<file path="config.mk">
export PLATFORM = sky130hd
export DESIGN_NAME = sab_ram
export DESIGN_NICKNAME = d
export VERILOG_FILES = /design/src/hw/rtl/sab_ram.sv
export SDC_FILE = /design/constraint.sdc
export NUM_CORES = 2
export LEC_CHECK = 0
export ABC_AREA = 0
export BUFFER_PORTS_ARGS = -buffer_cell sky130_fd_sc_hd__buf_2
export CAP_MARGIN = 20
export CORE_ASPECT_RATIO = 0.8
export CORE_MARGIN = 8
export CORE_UTILIZATION = 60
export CTS_BUF_LIST = sky130_fd_sc_hd__clkbuf_4 sky130_fd_sc_hd__clkbuf_8
export CTS_CLUSTER_DIAMETER = 80
export DETAILED_ROUTE_END_ITERATION = 7
export PLACE_DENSITY = 0.86
export SETUP_SLACK_MARGIN = 0.05
export SYNTH_ARGS = -nofsm -noshare
export SYNTH_HDL_FRONTEND = slang
export SYNTH_SLANG_ARGS = --single-unit
</file>
<file path="constraint.sdc">
create_clock -name clk -period 11.9 [get_ports clk]
set_input_delay 2.38 -clock clk [delete_from_list [all_inputs] [get_ports clk]]
set_output_delay 2.38 -clock clk [all_outputs]
set_load 0.01 [all_outputs]
</file>
<file path="src/hw/rtl/sab_ram.sv">
// Generic single-write, single-read RAM with registered read data.
// No dependencies.
module sab_ram #(
  parameter int WIDTH = 32,
  parameter int DEPTH = 64
) (
  input  logic                     clk,
  input  logic                     wr_en,
  input  logic [$clog2(DEPTH)-1:0] wr_addr,
  input  logic [WIDTH-1:0]         wr_data,
  input  logic                     rd_en,
  input  logic [$clog2(DEPTH)-1:0] rd_addr,
  output logic [WIDTH-1:0]         rd_data
);

  logic [WIDTH-1:0] mem [DEPTH];

  // Write port
  always_ff @(posedge clk) begin
    if (wr_en) begin
      mem[wr_addr] <= wr_data;
    end
  end

  // Registered read port; hold the last word when not reading
  always_ff @(posedge clk) begin
    if (rd_en) begin
      rd_data <= mem[rd_addr];
    end
  end

endmodule

</file>
==> impl_metrics.py <==
metrics = {
    "outcome": {
        "status": "finished, final reports clean",
    },
    "logic_synthesis": {
        "synthDominantAreaCellType": "edfxtp_1",
        "synth_commonest_cells": "edfxtp_1 (2080), mux4_2 (544), nor2_1 (137)",
        "synthDistinctLibCells": 33,
        "synth_seq_cells": 2080,
        "ys_warn_count": 0,
        "yosys.area.top_type_share_pct": 79.2,
        "synthFlopType": "edfxtp_1",
        "async_flop_share_pct": 0,
        "synth-edff-count": 2080,
        "syn_inst": 3324,
        "syn_avg_cell_area_um2": 23.7,
        "synthTopCellsByArea": "edfxtp_1 (79%), mux4_2 (16%), mux2i_1 (1.2%), o22ai_1 (0.67%), nor2_1 (0.65%)",
        "ys_seq_area_share_pct": 79.2,
        "synth_area_um2": 78800,
        "syn-num-nets": 3371,
        "yosysMostFrequentCell": "edfxtp_1",
    },
    "clock_network": {
        "clock_latency_ns": 0.99,
        "numCtsBuffers": 312,
        "cts_tree": "done",
        "hold_buffers": 0,
        "clockBufferDepth": 4,
        "clk_pin_slew_ns": 0.07,
        "clock-sinks": 2080,
        "htree_levels": 5,
        "cts.repair.resized": 0,
        "cts-root-buf": "clkbuf_8",
        "post_cts_buffers": 0,
    },
    "cells_and_area": {
        "final_layout_size_suffix_gt1_share_pct": 32.3,
        "fin_nets": 3689,
        "area_delta_synth_final_pct": 11.3,
        "fin_util_pct": 67.0,
        "design_area_um2": 87700,
    },
    "timing": {
        "tightestPinTransition_ns": 1.21,
        "finClkSkew_ns": 0.0517,
        "finalMaxSlewViolations": 0,
        "setup_tns_ns": 0,
        "finalHoldViolCount": 0,
        "fin_crit_sh_pct": 45.7,
        "slew_headroom_pct": 19.5,
        "period_minus_slack_ns": 5.44,
        "setup_viol": 0,
        "timing.fmax_mhz": 184,
        "rsz0062_at_grt": "no",
    },
    "floorplan": {
        "die_w_um": 421,
        "initial_core_util_pct": 60.2,
        "ioPinCount": 79,
        "core_um2": 131000,
        "die_height_um": 340,
        "rows": 119,
        "die_area_um2": 143000,
    },
    "min_path": {
        "hp-class": "reg2reg",
    },
    "routing": {
        "vias_per_cell": 7.11,
        "postRouteAntennaNets": 0,
        "postRouteWirelength_um": 212000,
        "vias": 39884,
        "drc": 0,
        "drt-initial-drc-count": 6380,
        "firstDrtPassIters": 6,
        "wl_per_cell_um": 37.8,
    },
    "placement": {
        "gp_routability_congestion": 0.818,
        "placed_area_um2": 81800,
        "dpl.hpwl_um": 111000,
        "io_buffer_count": 78,
    },
    "global_routing": {
        "grt_pass1_vias": 41135,
        "grt_max_degree": 111,
        "antenna_found_initial": 29,
        "grt-ovfl-total": 0,
        "grt_pass1_wl_um": 296000,
        "track_usage_pct": 29.1,
    },
    "pwr": {
        "powerDensity_nw_per_um2": 163,
        "ir_drop_v": 0.000131,
        "p_leak_nw": 27.3,
        "power_mw": 14.3,
    },
    "setup_path": {
        "cp.required_ns": 12.58,
        "crit_fanout": 94,
        "cp.arrival_ns": 6.13,
        "crit_type": "in2reg",
        "critPathLaunchType": "input pin",
        "cp-end-kind": "flip-flop",
        "rrSetupSlack_ns": 9.29,
    },
    "flow_run": {
        "cap_viol_max_count": 0,
    },
}
-- routing by layer --
layer | wire length (um) | track usage, % | share of wire, % | vias to the layer above
li1 | - | - | - | 14943
met1 | 66400 | 37.3 | 31 | 20018
met2 | 100000 | 45.3 | 47 | 4002
met3 | 31900 | 8.26 | 15 | 915
met4 | 13600 | 16.6 | 6.4 | 6
met5 | 180 | 0 | 0.085 | -
-- state kept, by name, indices dropped and copies added, names as in the netlist --
| register | flops |
|---|---|
| rd_data | 32 |
| mem | 2048 |
-- final cells by class --
type | instances | area, um2
repair buffers | 186 | 1530
well taps | 1754 | 2190
diodes | 16 | 40.0
multi-input cells | 1062 | 16000
fillers | 7333 | 43300
clock buffers | 406 | 5020
clock inverters | 108 | 513
flip-flops and latches | 2080 | 62500
-- worst max-delay path, stage by stage --
cell	delay [ns]
buf_8	0.58
buf_12	0.65
buf_4	0.75
mux4_2	0.60
mux2i_1	0.17
nor2_1	0.06
o32ai_1	0.58
nor3_1	0.11
-- cell usage in the layout (no fill, tap or decap), drive strengths merged --
| master | netlist | routed |
|---|---|---|
| a21oi | 62 | 62 |
| or2 | 3 | 3 |
| and3 | 4 | 4 |
| o221ai | 27 | 27 |
| nand2b | 8 | 8 |
| nor2 | 137 | 137 |
| nand4b | 1 | 1 |
| mux4 | 544 | 544 |
| o32ai | 4 | 4 |
| a311oi | 8 | 8 |
| or3b | 5 | 5 |
| and2 | 2 | 2 |
| clkbuf | 74 | 406 |
| clkinvlp | 0 | 7 |
| nand2 | 26 | 26 |
| a22oi | 12 | 12 |
| nand3 | 5 | 5 |
| bufinv | 0 | 2 |
| or3 | 3 | 3 |
| nor3 | 7 | 7 |
| nor2b | 15 | 15 |
| diode | 0 | 16 |
| edfxtp | 2080 | 2080 |
| mux2i | 93 | 93 |
| a41o | 4 | 4 |
| nand3b | 5 | 5 |
| o22ai | 84 | 84 |
| clkinv | 0 | 99 |
| nand4 | 2 | 2 |
| a31oi | 1 | 1 |
| buf | 108 | 186 |
-- where the power goes --
group | total, mW | internal (mW) | switching, mW
Sequential | 8.16 | 8.13 | 0.0283
Combinational | 0.730 | 0.268 | 0.462
Clock | 5.40 | 2.77 | 2.63
-- per-stage QoR --
step	hold WS (ns)	setup WS [ns]	cells
2_1_floorplan	0.750	6.36	3324
3_3_place_gp	0.818	5.67	5065
3_5_place_dp	0.812	5.54	5065
4_1_cts	0.812	6.59	5579
5_1_grt	0.878	6.21	5607
6_report	0.811	6.46	5612
-- path summary, 6_finish.rpt --
kind	start	depth (start not counted)	to
worst min-delay path	mem[28][4]$_DFFE_PP_	4	rd_data[4]$_DFFE_PP_
worst max register to register	mem[28][11]$_DFFE_PP_	4	rd_data[11]$_DFFE_PP_
worst min register to register	mem[28][4]$_DFFE_PP_	4	rd_data[4]$_DFFE_PP_
worst max-delay path	rd_addr[0]	8	rd_data[8]$_DFFE_PP_
-- logic make-up (layout without fill, tap and decap cells) --
kind of cell / Yosys count / count (layout) / synth area share [%]
and+or+nand+nor: 223 / 223 / 1.26
AOI/OAI and AO/OA: 202 / 202 / 1.67
muxes: 637 / 637 / 16.7
DFF: 2080 / 2080 / 79.2
buffers and inverters: 182 / 700 / 1.12
other: 0 / 16 / 0
No activity file was read; power rests on OpenSTA's default activity.
